`src/sv/assert_macros.svh`:
```
// Assertion helpers for the RTL; ulcl_back.sv includes them.
// Both forms expect i_clk in the scope where they are used; ULCL_ASSERT also needs i_rst_n.
`ifndef ASSERT_MACROS_SVH
`define ASSERT_MACROS_SVH
`ifndef SYNTHESIS
// Checked on every rising clock edge outside reset
`define ULCL_ASSERT(lbl, prop, msg) \
    lbl: assert property (@(posedge i_clk) disable iff (!i_rst_n) prop) \
        else $error(msg);
// Checked on every rising clock edge, reset included
`define ULCL_ASSERT_ALWAYS(lbl, prop, msg) \
    lbl: assert property (@(posedge i_clk) prop) else $error(msg);
`else
`define ULCL_ASSERT(lbl, prop, msg)
`define ULCL_ASSERT_ALWAYS(lbl, prop, msg)
`endif
`endif

```
`src/sv/ulcl_pkg.sv`:
```
package ulcl_pkg;

    // Item kinds passed from the front end to the back end
    localparam logic [1:0] K_STORE = 2'd0;
    localparam logic [1:0] K_ERASE = 2'd1;
    localparam logic [1:0] K_END   = 2'd2;

    typedef struct packed {
        logic [1:0] kind;
        logic [6:0] ch;
    } t_item;

    // Queue between front and back
    localparam int QDEPTH = 4;
    localparam int QAW    = 2;

    // Characters (all below 0x80)
    localparam logic [6:0] C_EOT    = 7'h04;
    localparam logic [6:0] C_BS     = 7'h08;
    localparam logic [6:0] C_LF     = 7'h0A;
    localparam logic [6:0] C_CR     = 7'h0D;
    localparam logic [6:0] C_SPACE  = 7'h20;
    localparam logic [6:0] C_TILDE  = 7'h7E;
    localparam logic [6:0] C_DEL    = 7'h7F;
    localparam logic [6:0] C_PROMPT = 7'h3E;
    localparam logic [6:0] C_L      = 7'h6C;
    localparam logic [6:0] C_E      = 7'h65;
    localparam logic [6:0] C_D      = 7'h64;
    localparam logic [6:0] C_PLUS   = 7'h2B;
    localparam logic [6:0] C_MINUS  = 7'h2D;
    localparam logic [6:0] C_ZERO   = 7'h30;
    localparam logic [6:0] C_THREE  = 7'h33;

    // Parse result codes
    localparam logic [2:0] E_OK     = 3'd0;
    localparam logic [2:0] E_SHORT  = 3'd1;
    localparam logic [2:0] E_PREFIX = 3'd2;
    localparam logic [2:0] E_OP     = 3'd3;
    localparam logic [2:0] E_LED    = 3'd4;
    localparam logic [2:0] E_LONG   = 3'd5;
    localparam logic [2:0] E_EMPTY  = 3'd6;

    // Byte of a three-byte reply: erase sequence or end-of-line prompt
    function automatic logic [7:0] seq_byte(input logic is_end, input logic [1:0] step);
        logic [6:0] c;
        case (step)
            2'd0:    c = is_end ? C_CR : C_BS;
            2'd1:    c = is_end ? C_LF : C_SPACE;
            default: c = is_end ? C_PROMPT : C_BS;
        endcase
        return {1'b0, c};
    endfunction

endpackage

```
`src/sv/ulcl_front.sv`:
```
module ulcl_front (
    input  logic             i_clk,
    input  logic             i_rst_n,
    input  logic             i_valid,
    output logic             o_ready,
    input  logic [7:0]       i_byte,
    output logic             o_push,
    input  logic             i_q_ready,
    output ulcl_pkg::t_item  o_item
);

    logic            r_valid;
    ulcl_pkg::t_item r_item;
    logic            w_keep;
    ulcl_pkg::t_item w_item;

    // Sort the byte: line end, erase, printable, or dropped here
    always_comb begin
        w_keep      = 1'b1;
        w_item.ch   = i_byte[6:0];
        w_item.kind = ulcl_pkg::K_STORE;
        if (i_byte == {1'b0, ulcl_pkg::C_CR} || i_byte == {1'b0, ulcl_pkg::C_EOT}) begin
            w_item.kind = ulcl_pkg::K_END;
        end else if (i_byte == {1'b0, ulcl_pkg::C_BS} ||
                     i_byte == {1'b0, ulcl_pkg::C_DEL}) begin
            w_item.kind = ulcl_pkg::K_ERASE;
        end else if (i_byte < {1'b0, ulcl_pkg::C_SPACE} ||
                     i_byte > {1'b0, ulcl_pkg::C_TILDE}) begin
            w_keep = 1'b0;
        end
    end

    // One holding stage in front of the queue
    assign o_ready = !r_valid || i_q_ready;
    assign o_push  = r_valid;
    assign o_item  = r_item;

    always_ff @(posedge i_clk) begin
        if (!i_rst_n) begin
            r_valid <= 1'b0;
        end else if (o_ready) begin
            r_valid <= i_valid && w_keep;
        end
    end

    always_ff @(posedge i_clk) begin
        if (o_ready && i_valid) begin
            r_item <= w_item;
        end
    end

endmodule

```
`src/sv/ulcl_queue.sv`:
```
module ulcl_queue (
    input  logic             i_clk,
    input  logic             i_rst_n,
    input  logic             i_push,
    output logic             o_ready,
    input  ulcl_pkg::t_item  i_item,
    output logic             o_valid,
    input  logic             i_pop,
    output ulcl_pkg::t_item  o_item
);

    localparam int AW = ulcl_pkg::QAW;

    ulcl_pkg::t_item                r_q [ulcl_pkg::QDEPTH];
    logic [ulcl_pkg::QAW-1:0]       r_wp;
    logic [ulcl_pkg::QAW-1:0]       r_rp;
    logic [ulcl_pkg::QAW:0]         r_cnt;
    logic                           w_wr;
    logic                           w_rd;

    assign o_ready = (r_cnt != (ulcl_pkg::QAW+1)'(ulcl_pkg::QDEPTH));
    assign o_valid = (r_cnt != '0);
    assign o_item  = r_q[r_rp];
    assign w_wr    = i_push && o_ready;
    assign w_rd    = i_pop && o_valid;

    // Pointers and fill level
    always_ff @(posedge i_clk) begin
        if (!i_rst_n) begin
            r_wp  <= '0;
            r_rp  <= '0;
            r_cnt <= '0;
        end else begin
            if (w_wr) r_wp <= r_wp + AW'(1);
            if (w_rd) r_rp <= r_rp + AW'(1);
            case ({w_wr, w_rd})
                2'b10:   r_cnt <= r_cnt + (AW+1)'(1);
                2'b01:   r_cnt <= r_cnt - (AW+1)'(1);
                default: r_cnt <= r_cnt;
            endcase
        end
    end

    // Entry storage
    always_ff @(posedge i_clk) begin
        if (w_wr) begin
            r_q[r_wp] <= i_item;
        end
    end

endmodule

```
`src/sv/ulcl_back.sv`:
```
`include "assert_macros.svh"
module ulcl_back #(
    parameter int LINE_DEPTH = 64
) (
    input  logic             i_clk,
    input  logic             i_rst_n,
    input  logic             i_valid,
    output logic             o_pop,
    input  ulcl_pkg::t_item  i_item,
    output logic             o_valid,
    input  logic             i_ready,
    output logic [7:0]       o_tx,
    output logic             o_last,
    output logic             o_done,
    output logic [2:0]       o_err,
    output logic [3:0]       o_leds
);

    localparam int AW = $clog2(LINE_DEPTH);

    localparam logic [1:0] S_IDLE  = 2'd0;
    localparam logic [1:0] S_SCAN  = 2'd1;
    localparam logic [1:0] S_PARSE = 2'd2;
    localparam logic [1:0] S_EMIT  = 2'd3;

    logic [1:0]     r_state;
    logic [AW-1:0]  r_fill;
    logic [AW-1:0]  r_idx;
    logic [3:0]     r_leds;
    logic           r_ov;
    logic [7:0]     r_tx;
    logic           r_last;
    logic           r_done;
    logic [2:0]     r_err;
    logic [1:0]     r_step;
    logic           r_seq_end;
    logic           r_rd_v;
    logic [6:0]     r_rd_data;
    logic [2:0]     r_len;
    logic [6:0]     r_cmd [5];
    logic [6:0]     r_mem [LINE_DEPTH];

    logic           w_room;
    logic           w_we;
    logic [2:0]     w_err;
    logic [3:0]     w_bit;
    logic [3:0]     w_leds;

    assign w_room  = (r_fill < AW'(LINE_DEPTH - 1));
    assign o_pop   = (r_state == S_IDLE) && !r_ov && i_valid;
    assign w_we    = o_pop && (i_item.kind == ulcl_pkg::K_STORE) && w_room;

    assign o_valid = r_ov;
    assign o_tx    = r_tx;
    assign o_last  = r_last;
    assign o_done  = r_done;
    assign o_err   = r_err;
    assign o_leds  = r_leds;

    // Line store: one write port, one registered read port for the scan
    always_ff @(posedge i_clk) begin
        if (w_we) begin
            r_mem[r_fill] <= i_item.ch;
        end
        r_rd_data <= r_mem[r_idx];
    end

    // Check of the collected command
    always_comb begin
        w_bit  = 4'b0001 << r_cmd[4][1:0];
        w_leds = r_leds;
        if (r_len == 3'd0) begin
            w_err = ulcl_pkg::E_EMPTY;
        end else if (r_len < 3'd5) begin
            w_err = ulcl_pkg::E_SHORT;
        end else if (r_len > 3'd5) begin
            w_err = ulcl_pkg::E_LONG;
        end else if (r_cmd[0] != ulcl_pkg::C_L || r_cmd[1] != ulcl_pkg::C_E ||
                     r_cmd[2] != ulcl_pkg::C_D) begin
            w_err = ulcl_pkg::E_PREFIX;
        end else if (r_cmd[3] != ulcl_pkg::C_PLUS && r_cmd[3] != ulcl_pkg::C_MINUS) begin
            w_err = ulcl_pkg::E_OP;
        end else if (r_cmd[4] < ulcl_pkg::C_ZERO || r_cmd[4] > ulcl_pkg::C_THREE) begin
            w_err = ulcl_pkg::E_LED;
        end else begin
            w_err  = ulcl_pkg::E_OK;
            w_leds = (r_cmd[3] == ulcl_pkg::C_PLUS) ? (r_leds | w_bit) : (r_leds & ~w_bit);
        end
    end

    // Sequencer: edit, scan, parse, reply
    always_ff @(posedge i_clk) begin
        if (!i_rst_n) begin
            r_state   <= S_IDLE;
            r_fill    <= '0;
            r_leds    <= '0;
            r_ov      <= 1'b0;
            r_rd_v    <= 1'b0;
            r_step    <= 2'd0;
            r_seq_end <= 1'b0;
        end else begin
            case (r_state)
                S_IDLE: begin
                    if (o_pop) begin
                        case (i_item.kind)
                            ulcl_pkg::K_STORE: begin
                                if (w_room) begin
                                    r_fill <= r_fill + AW'(1);
                                    r_ov   <= 1'b1;
                                    r_tx   <= {1'b0, i_item.ch};
                                    r_last <= 1'b1;
                                    r_done <= 1'b0;
                                    r_err  <= ulcl_pkg::E_OK;
                                end
                            end
                            ulcl_pkg::K_ERASE: begin
                                if (r_fill != '0) begin
                                    r_fill    <= r_fill - AW'(1);
                                    r_ov      <= 1'b1;
                                    r_tx      <= ulcl_pkg::seq_byte(1'b0, 2'd0);
                                    r_last    <= 1'b0;
                                    r_done    <= 1'b0;
                                    r_err     <= ulcl_pkg::E_OK;
                                    r_step    <= 2'd0;
                                    r_seq_end <= 1'b0;
                                    r_state   <= S_EMIT;
                                end
                            end
                            ulcl_pkg::K_END: begin
                                r_idx   <= '0;
                                r_len   <= 3'd0;
                                r_rd_v  <= 1'b0;
                                r_state <= S_SCAN;
                            end
                            default: begin
                                r_state <= S_IDLE;
                            end
                        endcase
                    end else if (r_ov && i_ready) begin
                        r_ov <= 1'b0;
                    end
                end
                S_SCAN: begin
                    // one address issued per cycle, its data consumed in the next cycle
                    if (r_idx < r_fill) begin
                        r_idx  <= r_idx + AW'(1);
                        r_rd_v <= 1'b1;
                    end else begin
                        r_rd_v <= 1'b0;
                    end
                    if (r_rd_v && r_rd_data != ulcl_pkg::C_SPACE) begin
                        if (r_len < 3'd5) r_cmd[r_len] <= r_rd_data;
                        if (r_len < 3'd6) r_len <= r_len + 3'd1;
                    end
                    if (r_idx == r_fill && !r_rd_v) begin
                        r_state <= S_PARSE;
                    end
                end
                S_PARSE: begin
                    r_leds    <= w_leds;
                    r_fill    <= '0;
                    r_ov      <= 1'b1;
                    r_tx      <= ulcl_pkg::seq_byte(1'b1, 2'd0);
                    r_last    <= 1'b0;
                    r_done    <= 1'b1;
                    r_err     <= w_err;
                    r_step    <= 2'd0;
                    r_seq_end <= 1'b1;
                    r_state   <= S_EMIT;
                end
                S_EMIT: begin
                    if (r_ov && i_ready) begin
                        if (r_step == 2'd2) begin
                            r_ov    <= 1'b0;
                            r_state <= S_IDLE;
                        end else begin
                            r_step <= r_step + 2'd1;
                            r_tx   <= ulcl_pkg::seq_byte(r_seq_end, r_step + 2'd1);
                            r_last <= (r_step == 2'd1);
                        end
                    end
                end
                default: begin
                    r_state <= S_IDLE;
                end
            endcase
        end
    end

    `ULCL_ASSERT_ALWAYS(a_reset_quiet, !i_rst_n |=> (!r_ov && r_fill == '0 && r_leds == 4'd0), "reset left state behind")
    `ULCL_ASSERT(a_parse_reply, (r_state == S_PARSE) |=> (r_fill == '0 && r_ov && r_done && r_tx == {1'b0, ulcl_pkg::C_CR}), "line end reply not started")
    `ULCL_ASSERT(a_scan_bound, (r_state == S_SCAN) |-> (r_idx <= r_fill && !r_ov), "scan ran past the line")
    `ULCL_ASSERT(a_stall_hold, (r_ov && !i_ready) |=> (r_ov && $stable(r_tx) && $stable(r_err) && $stable(r_last)), "result changed while stalled")
    `ULCL_ASSERT(a_last_drains, (r_ov && i_ready && r_last) |=> !r_ov, "final result not released")

endmodule

```
`src/sv/uart_led_command_line.sv`:
```
// Serial command-line editor driving four LED bits.
// An echo or first erase byte passes the front holding stage, queue and back end output register.
// Line end: the line store is scanned, the command parsed, then CR LF '>' is sent.
// The back end takes a new edit byte only once its single output register has been read out.
// Reset (synchronous, active low) empties the line and the queue and turns all LEDs off.
module uart_led_command_line #(
    parameter int LINE_DEPTH = 64
) (
    input  logic        i_clk,
    input  logic        i_rst_n,
    input  logic        s_axis_tvalid,
    output logic        s_axis_tready,
    input  logic [7:0]  s_axis_tdata,   // [7:0] rx_byte
    output logic        m_axis_tvalid,
    input  logic        m_axis_tready,
    output logic [15:0] m_axis_tdata,   // [7:0] tx_byte, [10:8] parse_status, [14:11] led_state
    output logic        m_axis_tlast,
    output logic        m_axis_tuser    // [0] line_done
);

    logic            w_push;
    logic            w_q_ready;
    logic            w_q_valid;
    logic            w_pop;
    ulcl_pkg::t_item w_front_item;
    ulcl_pkg::t_item w_back_item;
    logic [7:0]      w_tx;
    logic [2:0]      w_err;
    logic [3:0]      w_leds;

    // Front end: accept and sort received bytes
    ulcl_front u_front (
        .i_clk     (i_clk),
        .i_rst_n   (i_rst_n),
        .i_valid   (s_axis_tvalid),
        .o_ready   (s_axis_tready),
        .i_byte    (s_axis_tdata),
        .o_push    (w_push),
        .i_q_ready (w_q_ready),
        .o_item    (w_front_item)
    );

    // Short queue between the two halves
    ulcl_queue u_queue (
        .i_clk   (i_clk),
        .i_rst_n (i_rst_n),
        .i_push  (w_push),
        .o_ready (w_q_ready),
        .i_item  (w_front_item),
        .o_valid (w_q_valid),
        .i_pop   (w_pop),
        .o_item  (w_back_item)
    );

    // Back end: line store, parser and replies
    ulcl_back #(
        .LINE_DEPTH (LINE_DEPTH)
    ) u_back (
        .i_clk   (i_clk),
        .i_rst_n (i_rst_n),
        .i_valid (w_q_valid),
        .o_pop   (w_pop),
        .i_item  (w_back_item),
        .o_valid (m_axis_tvalid),
        .i_ready (m_axis_tready),
        .o_tx    (w_tx),
        .o_last  (m_axis_tlast),
        .o_done  (m_axis_tuser),
        .o_err   (w_err),
        .o_leds  (w_leds)
    );

    assign m_axis_tdata = {1'b0, w_leds, w_err, w_tx};

endmodule

```
`config.mk`:
```
export PLATFORM = sky130hd
export DESIGN_NAME = uart_led_command_line
export DESIGN_NICKNAME = d
export VERILOG_FILES = /design/src/sv/ulcl_pkg.sv /design/src/sv/ulcl_front.sv /design/src/sv/ulcl_queue.sv /design/src/sv/ulcl_back.sv /design/src/sv/uart_led_command_line.sv
export VERILOG_INCLUDE_DIRS = /design/src /design/src/sv
export SDC_FILE = /design/constraint.sdc
export NUM_CORES = 1
export LEC_CHECK = 0
export BUFFER_PORTS_ARGS = -buffer_cell sky130_fd_sc_hd__buf_2
export CAP_MARGIN = 5
export CORE_ASPECT_RATIO = 1.1
export CORE_MARGIN = 1
export CORE_UTILIZATION = 55
export DETAILED_ROUTE_END_ITERATION = 10
export GPL_ROUTABILITY_DRIVEN = 0
export PLACE_DENSITY_LB_ADDON = 0.1
export SLEW_MARGIN = 20
export SYNTH_ARGS = -nofsm -noshare
export SYNTH_HDL_FRONTEND = slang
export SYNTH_SLANG_ARGS = --single-unit
```
`constraint.sdc`:
```
create_clock -name i_clk -period 5.76 [get_ports i_clk]
set_input_delay 1.728 -clock i_clk [delete_from_list [all_inputs] [get_ports i_clk]]
set_output_delay 1.728 -clock i_clk [all_outputs]
set_load 0.05 [all_outputs]
```
==> results of run 1 <==
## cell type report
cell class,instances,area [um2],share of cell area
multi-input cells,547,5740,0.221
repair buffers,39,258,0.00993
clock inverters,42,493,0.0190
well taps,560,701,0.0270
inverters,35,131,0.00506
clock buffers,62,1470,0.0565
flip-flops and latches,583,17200,0.661
## state kept, by name (all words and copies together) (netlist names), named ones only
register / cells
u_back.o_done: 1
u_back.o_err: 3
u_back.o_last: 1
u_back.o_tx: 7
u_back.o_valid: 1
u_back.r_cmd: 35
u_back.r_fill: 6
u_back.r_idx: 6
u_back.r_len: 3
u_back.r_mem: 448
u_back.r_rd_data: 7
u_back.r_rd_v: 1
u_back.r_seq_end: 1
u_back.r_state: 2
u_back.r_step: 2
u_front.o_item: 9
u_front.o_push: 1
u_queue.r_cnt: 3
u_queue.r_q: 36
u_queue.r_rp: 2
u_queue.r_wp: 2
## stage by stage
stage	worst slack, ns	area, um2
CTS	1.72	26000
detailed placement	1.73	24000
global route	1.57	26000
finish	1.83	26000
global placement	1.88	24000
floorplan	2.63	23300
## routing by layer
layer  global-route usage  part of all wire  vias to the layer above
met5                    0                 0                        -
met4               0.0739             0.025                        0
met3               0.0495             0.061                       73
met2                0.375              0.49                      329
met1                0.334              0.43                     5937
li1                     -                 -                     4974
## cell families (layout without fill, tap and decap cells)
group,after synthesis,after routing,synth area share
DFF,583,583,0.737
and+or+nand+nor,234,234,0.0472
muxes,161,161,0.146
AOI/OAI and AO/OA,94,94,0.0264
buffers and inverters,90,178,0.0188
adders and majority gates,34,34,0.0189
xor gates and xnor gates,15,15,0.00564
other,1,9,0.000161
## critical path: stages, from the launching register on
cell     delay (ns)
dfxtp_1        0.71
mux4_2         0.60
inv_1          0.11
ha_1           0.24
nand2_1        0.11
nor2_1         0.23
nand4_1        0.76
nor2_1         0.80
## power by group through the flow
stage,Sequential [W],Clock [W],Combinational [W]
2_1_floorplan,0.00519,0,0.000890
3_3_place_gp,0.00520,0,0.00133
3_5_place_dp,0.00521,0,0.00135
4_1_cts,0.00512,0.00390,0.00135
5_1_grt,0.00513,0.00406,0.00146
6_report,0.00512,0.00385,0.00133
## worst min path at each step
stage,startpoint,to,slack (ns),cells past startpoint
after floorplan,u_front.o_item[0],u_queue.r_q[0][0],0.46,0
after global placement,register,register,0.47,2
after detailed placement,register,register,0.47,2
after CTS,register,register,0.49,2
after global routing,register,register,0.50,2
final,register,register,0.48,2
## placed cells by master (no fill, tap or decap), drive strengths merged, types with 7 or more instances in the layout
cell	instances
edfxtp	549
nand2	33
xnor2	8
mux4	141
xor2	7
nor2	107
and2	9
dfxtp	34
a211oi	7
nand3	17
bufinv	9
ha	32
mux2i	19
and3	7
conb	9
clkbuf	62
a21oi	29
inv	36
nor3	20
buf	39
o21ai	12
clkinv	23
clkinvlp	9
==> results.json, run 1 <==
{
  "htree_num_levels": 2,
  "rrSetupSlack_ns": 1.83,
  "grt_use_total": 0.237,
  "ff2ff_path_depth": 7,
  "die_y_um": 218,
  "tightest_slew_ns": 0.985,
  "ys_seq_area_frac": 0.737,
  "worst_hold_path_type": "reg -> reg",
  "p_int_w": 0.00767,
  "antenna_found_initial": 1,
  "max-cap-violations": 0,
  "cp-start-kind": "register",
  "dieArea_um2": 43200,
  "ys.warnings.count": 0,
  "routedWlPerCell_um": 26.0,
  "via_per_inst": 6.06,
  "arrival_ns": 4.17,
  "nets": 1309,
  "vias": 11313,
  "antenna_left": 0,
  "postSynthAreaPerCell_um2": 19.2,
  "syn_to_final_growth_pct": 11.5,
  "initial_core_util": 0.561,
  "nFillCells": 2931,
  "clk_pin_slew_ns": 0.06,
  "ys_types": 60,
  "outcome": "complete, no violations",
  "rsz0062_at_grt": "no",
  "diodes": 0,
  "clock_latency_ns": 0.61,
  "finalCritPeriodShare": 0.683,
  "synth-async-reset-ratio": 0,
  "skew_ns": 0.0184,
  "core_area_um2": 41500,
  "grt_pass1_wl_um": 73700,
  "firstDrtPassIters": 5,
  "dp.cells": 1764,
  "wirelength_um": 48600,
  "rows": 78,
  "netlist_area_um2": 23300,
  "drive_gt1_frac": 0.215,
  "whs_ns": 0.483,
  "dr.first_iter.drc_count": 958,
  "grt_pass1_vias": 11550,
  "yosysTopAreaCell": "edfxtp_1",
  "grt_max_degree": 98,
  "setup_violations": 0,
  "syn-instance-count": 1212,
  "cts_buffers": 57,
  "ys_ff_latch": 583,
  "p_sw_w": 0.00263,
  "p_total_w": 0.0103,
  "setup_tns_ns": 0,
  "drc_errors": 0,
  "cts_setup_buffers": 0,
  "dp_hpwl_um": 28900,
  "synthFlopType": "edfxtp_1",
  "switching_share": 0.255,
  "cts_tree": "built",
  "synthTopCellsByCount": "edfxtp_1 (549), mux4_2 (138), nor2_1 (107)",
  "gr-total-overflow": 0,
  "synth.most_common_cell": "edfxtp_1",
  "fin_util": 0.626,
  "p_leak_nw": 8.27,
  "ctsRootBufferMaster": "clkbuf_16",
  "port_buffers": 29,
  "crit_fanout": 9,
  "hold_violations": 0,
  "clock-sinks": 583,
  "comb_power_share": 0.129,
  "cts_repair_resize_count": 0,
  "max_freq_mhz": 254,
  "io_pins": 32,
  "drv_slew": 0,
  "peakVddDrop_mv": 0.241,
  "period_needed_ns": 3.93,
  "worst_setup_path_end_kind": "register",
  "slew_headroom": 0.340,
  "final_cells": 1868,
  "worstReg2RegEnd": "u_back.r_mem[31][3]",
  "hold_buffers": 0,
  "crit_type": "reg -> reg",
  "clock_power_share": 0.374,
  "power.density_nw_per_um2": 397,
  "netlist.area_leader.share": 0.708,
  "netlist_top_cells_area": "edfxtp_1 (71%), mux4_2 (13%), dfxtp_1 (2.9%)",
  "p_seq_frac": 0.497,
  "critPathRequiredTime_ns": 6.00,
  "cts_max_path_buffers": 3,
  "die_x_um": 198,
  "setup.worst_path.end": "u_back.r_mem[31][3]",
  "synth_edf_count": 549
}
(Power assumes the default switching activity.)
==> run 2: changes to the inputs <==
==> constraint.sdc (replaced) <==
create_clock -name i_clk -period 3.8 [get_ports i_clk]
set_input_delay 1.14 -clock i_clk [delete_from_list [all_inputs] [get_ports i_clk]]
set_output_delay 1.14 -clock i_clk [all_outputs]
set_load 0.05 [all_outputs]
==> results.json, run 2 (same netlist as run 1, synthesis figures left out) <==
{
  "outcome": "complete, no violations",
  "design_area_um2": 26100,
  "cts_setup_buffers": 0,
  "grt_max_degree": 66,
  "final_common_cell": "edfxtp_1",
  "comb_power_share": 0.135,
  "use_met3": 0.0467,
  "peakVddDrop_mv": 0.414,
  "p_sw_w": 0.00390,
  "worst_path_largest_cell_delay_ns": 0.69,
  "top_usage_layer": "met2",
  "p_seq_frac": 0.504,
  "rows": 78,
  "p_leak_nw": 8.42,
  "antenna_found_initial": 0,
  "tightest_slew_ns": 0.956,
  "cts_buffers": 56,
  "max-cap-violations": 0,
  "hold_violations": 0,
  "crit_chain": "mux4_2, inv_1, ha_1, nand2_1, nor2_1, nand2_1, nor2_1",
  "slew_headroom": 0.357,
  "power.density_nw_per_um2": 589,
  "critPathSlowestCell": "nor2_1",
  "p_int_w": 0.0114,
  "regMostFlops": "u_back.r_mem",
  "cts_tree": "built",
  "clock_latency_ns": 0.61,
  "layout_common_cells": "edfxtp_1 (549), mux4_2 (131), nor2_1 (107)",
  "clock_power_share": 0.360,
  "clk_pin_slew_ns": 0.06,
  "gr-total-overflow": 0,
  "dp_hpwl_um": 29700,
  "skew_ns": 0.0237,
  "firstDrtPassIters": 5,
  "vias": 11490,
  "holdPathStages": 2,
  "cts_max_path_buffers": 3,
  "port_buffers": 29,
  "die_x_um": 198,
  "grtUsageMet1": 0.345,
  "core_area_um2": 41500,
  "switching_share": 0.254,
  "critPathBufInv": 1,
  "dieArea_um2": 43200,
  "rrSetupSlack_ns": 0.53,
  "worstReg2RegEnd": "u_back.r_mem[44][1]",
  "place_area_um2": 24300,
  "dp.cells": 1800,
  "worst_setup_path_end_kind": "register",
  "initial_core_util": 0.561,
  "arrival_ns": 3.49,
  "final_cells": 1900,
  "syn_to_final_growth_pct": 12.0,
  "nets": 1344,
  "dr.first_iter.drc_count": 1011,
  "max_freq_mhz": 306,
  "rsz0062_at_grt": "no",
  "worst_hold_path_type": "reg -> reg",
  "grt_use_total": 0.241,
  "antenna_left": 0,
  "met2_usage": 0.379,
  "io_pins": 32,
  "grt_pass1_wl_um": 74600,
  "routedWlPerCell_um": 26.1,
  "critPathRequiredTime_ns": 4.03,
  "grt_pass1_vias": 11598,
  "setup_violations": 0,
  "via_per_inst": 6.05,
  "fin_util": 0.629,
  "largest_reg_flops": 448,
  "hold_buffers": 0,
  "cp-start-kind": "register",
  "drive_gt1_frac": 0.223,
  "htree_num_levels": 2,
  "drv_slew": 0,
  "period_needed_ns": 3.27,
  "die_y_um": 218,
  "cp_top_family": "simple AND/OR/NAND/NOR gates",
  "crit_type": "reg -> reg",
  "diodes": 0,
  "finalCritPeriodShare": 0.859,
  "drc_errors": 0,
  "reg_top3": "u_back.r_mem: 448 flops, u_queue.r_q: 36 flops, u_back.r_cmd: 35 flops",
  "crit_fanout": 9,
  "wirelength_um": 49600,
  "clock-sinks": 583,
  "ctsRootBufferMaster": "clkbuf_16",
  "cts_repair_resize_count": 0,
  "ff2ff_path_depth": 7,
  "setup_tns_ns": 0
}
## run 2: cell count changes in the layout (fill, tap and decap cells not counted), sizes merged
cell,before,now
clkinv,23,22
bufinv,9,7
buf,39,75
clkinvlp,9,1
clkbuf,62,67
inv,36,38
## run 2: routing by layer
| layer | vias up | share of wire |
|---|---|---|
| li1 | 5041 | - |
| met5 | - | 0 |
| met4 | 0 | 0.026 |
| met2 | 405 | 0.48 |
| met3 | 77 | 0.068 |
| met1 | 5967 | 0.42 |
## run 2: power groups by stage
stage | combinational [W] | sequential, W | clock (W)
2_1_floorplan | 0.00135 | 0.00787 | 0
4_1_cts | 0.00210 | 0.00774 | 0.00564
3_3_place_gp | 0.00207 | 0.00787 | 0
3_5_place_dp | 0.00210 | 0.00788 | 0
5_1_grt | 0.00227 | 0.00776 | 0.00587
6_report | 0.00208 | 0.00774 | 0.00553
## run 2: layout make-up
class | instances | area, um2
multi-input cells | 547 | 5730
flip-flops and latches | 583 | 17200
clock buffers | 67 | 1460
fillers | 2902 | 15400
repair buffers | 75 | 553
well taps | 560 | 701
inverters | 35 | 131
clock inverters | 33 | 342
## run 2: stage by stage
step	setup WS [ns]	hold slack, ns	power, W
after global routing	0.298	0.507	0.0159
after floorplan	0.671	0.459	0.00922
final	0.534	0.472	0.0154
after global placement	0.694	0.463	0.00994
after CTS	0.531	0.474	0.0155
after detailed placement	0.558	0.460	0.00998
## run 2: tightest hold or removal path: cells and delay by family (launching register included)
family | cells | cell delay (ns)
AOI/OAI and AO/OA | 1 | 0.04
DFF | 1 | 0.33
and+or+nand+nor | 1 | 0.07
## run 2: worst max path at each step
| stage | from | endpoint | slack (ns) | depth (start not counted) |
|---|---|---|---|---|
| finish | register | u_back.r_mem[44][1] | 0.53 | 7 |
| global route | register | u_back.r_mem[44][4] | 0.30 | 7 |
| CTS | register | u_back.r_mem[44][1] | 0.53 | 7 |
| detailed placement | register | u_back.r_mem[44][6] | 0.56 | 7 |
| global placement | register | u_back.r_mem[28][4] | 0.69 | 7 |
| floorplan | register | u_back.r_fill[4] | 0.67 | 12 |
==> run 3: changes to the inputs <==
--- a/config.mk
+++ b/config.mk
@@ -10,7 +10,7 @@
 export CAP_MARGIN = 5
 export CORE_ASPECT_RATIO = 1.1
 export CORE_MARGIN = 1
-export CORE_UTILIZATION = 55
+export CORE_UTILIZATION = 45
 export DETAILED_ROUTE_END_ITERATION = 10
 export GPL_ROUTABILITY_DRIVEN = 0
 export PLACE_DENSITY_LB_ADDON = 0.1
==> results.json, run 3 (same netlist as run 1, synthesis figures left out) <==
{
  "dr.first_iter.drc_count": 756,
  "critPathBufInv": 1,
  "worst_hold_path_type": "reg -> reg",
  "clk_pin_slew_ns": 0.06,
  "crit_type": "reg -> reg",
  "port_buffers": 29,
  "dieArea_um2": 52700,
  "p_leak_nw": 8.68,
  "gr-total-overflow": 0,
  "cp-start-kind": "register",
  "htree_num_levels": 2,
  "hold_violations": 0,
  "syn_to_final_growth_pct": 14.6,
  "worst_path_largest_cell_delay_ns": 0.75,
  "dp_hpwl_um": 30900,
  "antenna_found_initial": 0,
  "setup_tns_ns": 0,
  "drc_errors": 0,
  "diodes": 0,
  "grt_pass1_vias": 11644,
  "outcome": "complete, no violations",
  "rrSetupSlack_ns": 0.54,
  "peakVddDrop_mv": 0.459,
  "cts_buffers": 59,
  "largest_reg_flops": 448,
  "grt_max_degree": 66,
  "max_freq_mhz": 307,
  "core_area_um2": 51200,
  "cts_tree": "built",
  "whs_ns": 0.467,
  "drive_gt1_frac": 0.245,
  "layout_common_cells": "edfxtp_1 (549), mux4_2 (138), nor2_1 (107)",
  "via_per_inst": 5.56,
  "place_area_um2": 24600,
  "slew_headroom": 0.305,
  "crit_chain": "mux4_2, inv_1, ha_1, nand2_1, nor2_1, nand2_1, nor2_1",
  "skew_ns": 0.0249,
  "period_needed_ns": 3.26,
  "cts_repair_resize_count": 0,
  "design_area_um2": 26700,
  "die_x_um": 219,
  "final_common_cell": "edfxtp_1",
  "critPathRequiredTime_ns": 4.04,
  "reg_top3": "u_back.r_mem: 448 flops, u_queue.r_q: 36 flops, u_back.r_cmd: 35 flops",
  "grt_pass1_wl_um": 75700,
  "cp_top_family": "simple AND/OR/NAND/NOR gates",
  "rows": 87,
  "setup_violations": 0,
  "vias": 11400,
  "power.density_nw_per_um2": 596,
  "tightest_slew_ns": 1.04,
  "rsz0062_at_grt": "no",
  "clock_latency_ns": 0.63,
  "io_pins": 32,
  "critPathSlowestCell": "nor2_1",
  "p_total_w": 0.0159,
  "worst_setup_path_end_kind": "register",
  "routedWlPerCell_um": 24.7,
  "hold_buffers": 0,
  "ctsRootBufferMaster": "clkbuf_16",
  "die_y_um": 241,
  "finalCritPeriodShare": 0.857,
  "cts_setup_buffers": 0,
  "regMostFlops": "u_back.r_mem",
  "firstDrtPassIters": 5,
  "antenna_left": 0,
  "grt_use_total": 0.199,
  "max-cap-violations": 0,
  "initial_core_util": 0.455,
  "clock-sinks": 583,
  "arrival_ns": 3.50,
  "nets": 1380,
  "wirelength_um": 50700,
  "cts_max_path_buffers": 3,
  "crit_fanout": 9,
  "nFillCells": 4080,
  "drv_slew": 0
}
==> run 3: cell count changes in the layout (fill, tap and decap cells not counted), moves of 3 or more <==
cell,delta
mux4_4,-7
buf_4,+33
mux4_2,+7
bufinv_16,+4
clkinv_2,-5
clkinvlp_4,+3
clkbuf_1,+4
==> run 3: tightest hold or removal path, stage by stage (launching register included) <==
cell and delay (ns):
dfxtp_1 0.33, a31oi_1 0.04, nor2_1 0.07
==> run 3: path summary, 6_finish.rpt <==
check / startpoint / end / cells after the start
hold reg to reg: register / register / 2
setup reg to reg: register / u_back.r_mem[20][1] / 7
setup / recovery: register / u_back.r_mem[20][1] / 7
hold / removal: register / register / 2
==> run 3: cell type report <==
cell class / instances / area [um2] / area share
inverters: 35 / 131 / 0.00492
clock buffers: 73 / 1530 / 0.0573
repair buffers: 108 / 801 / 0.0300
multi-input cells: 547 / 5710 / 0.214
flip-flops and latches: 583 / 17200 / 0.643
clock inverters: 38 / 512 / 0.0192
well taps: 667 / 835 / 0.0313
==> run 3: per-stage QoR <==
step	worst slack (ns)	util	instances
global placement	0.592	0.482	1940
floorplan	0.671	-	1220
CTS	0.535	0.522	2051
detailed placement	0.538	0.482	1940
finish	0.542	0.522	2051
global route	0.315	0.522	2051
==> run 3: where the power goes <==
group	total, W	switching, W	internal [W]
clock	0.00608	0.00246	0.00362
combinational	0.00210	0.00140	0.000695
sequential	0.00774	0.000173	0.00756
total	0.0159	0.00404	0.0119
==> run 3: metal layers <==
metal  GRT usage  wire length [um]  up-vias
met2       0.328             25100      238
li1            -                 -     5118
met3      0.0383              2390       69
met1       0.273             22300     5975
met5           0                 0        -
met4      0.0465               879        0
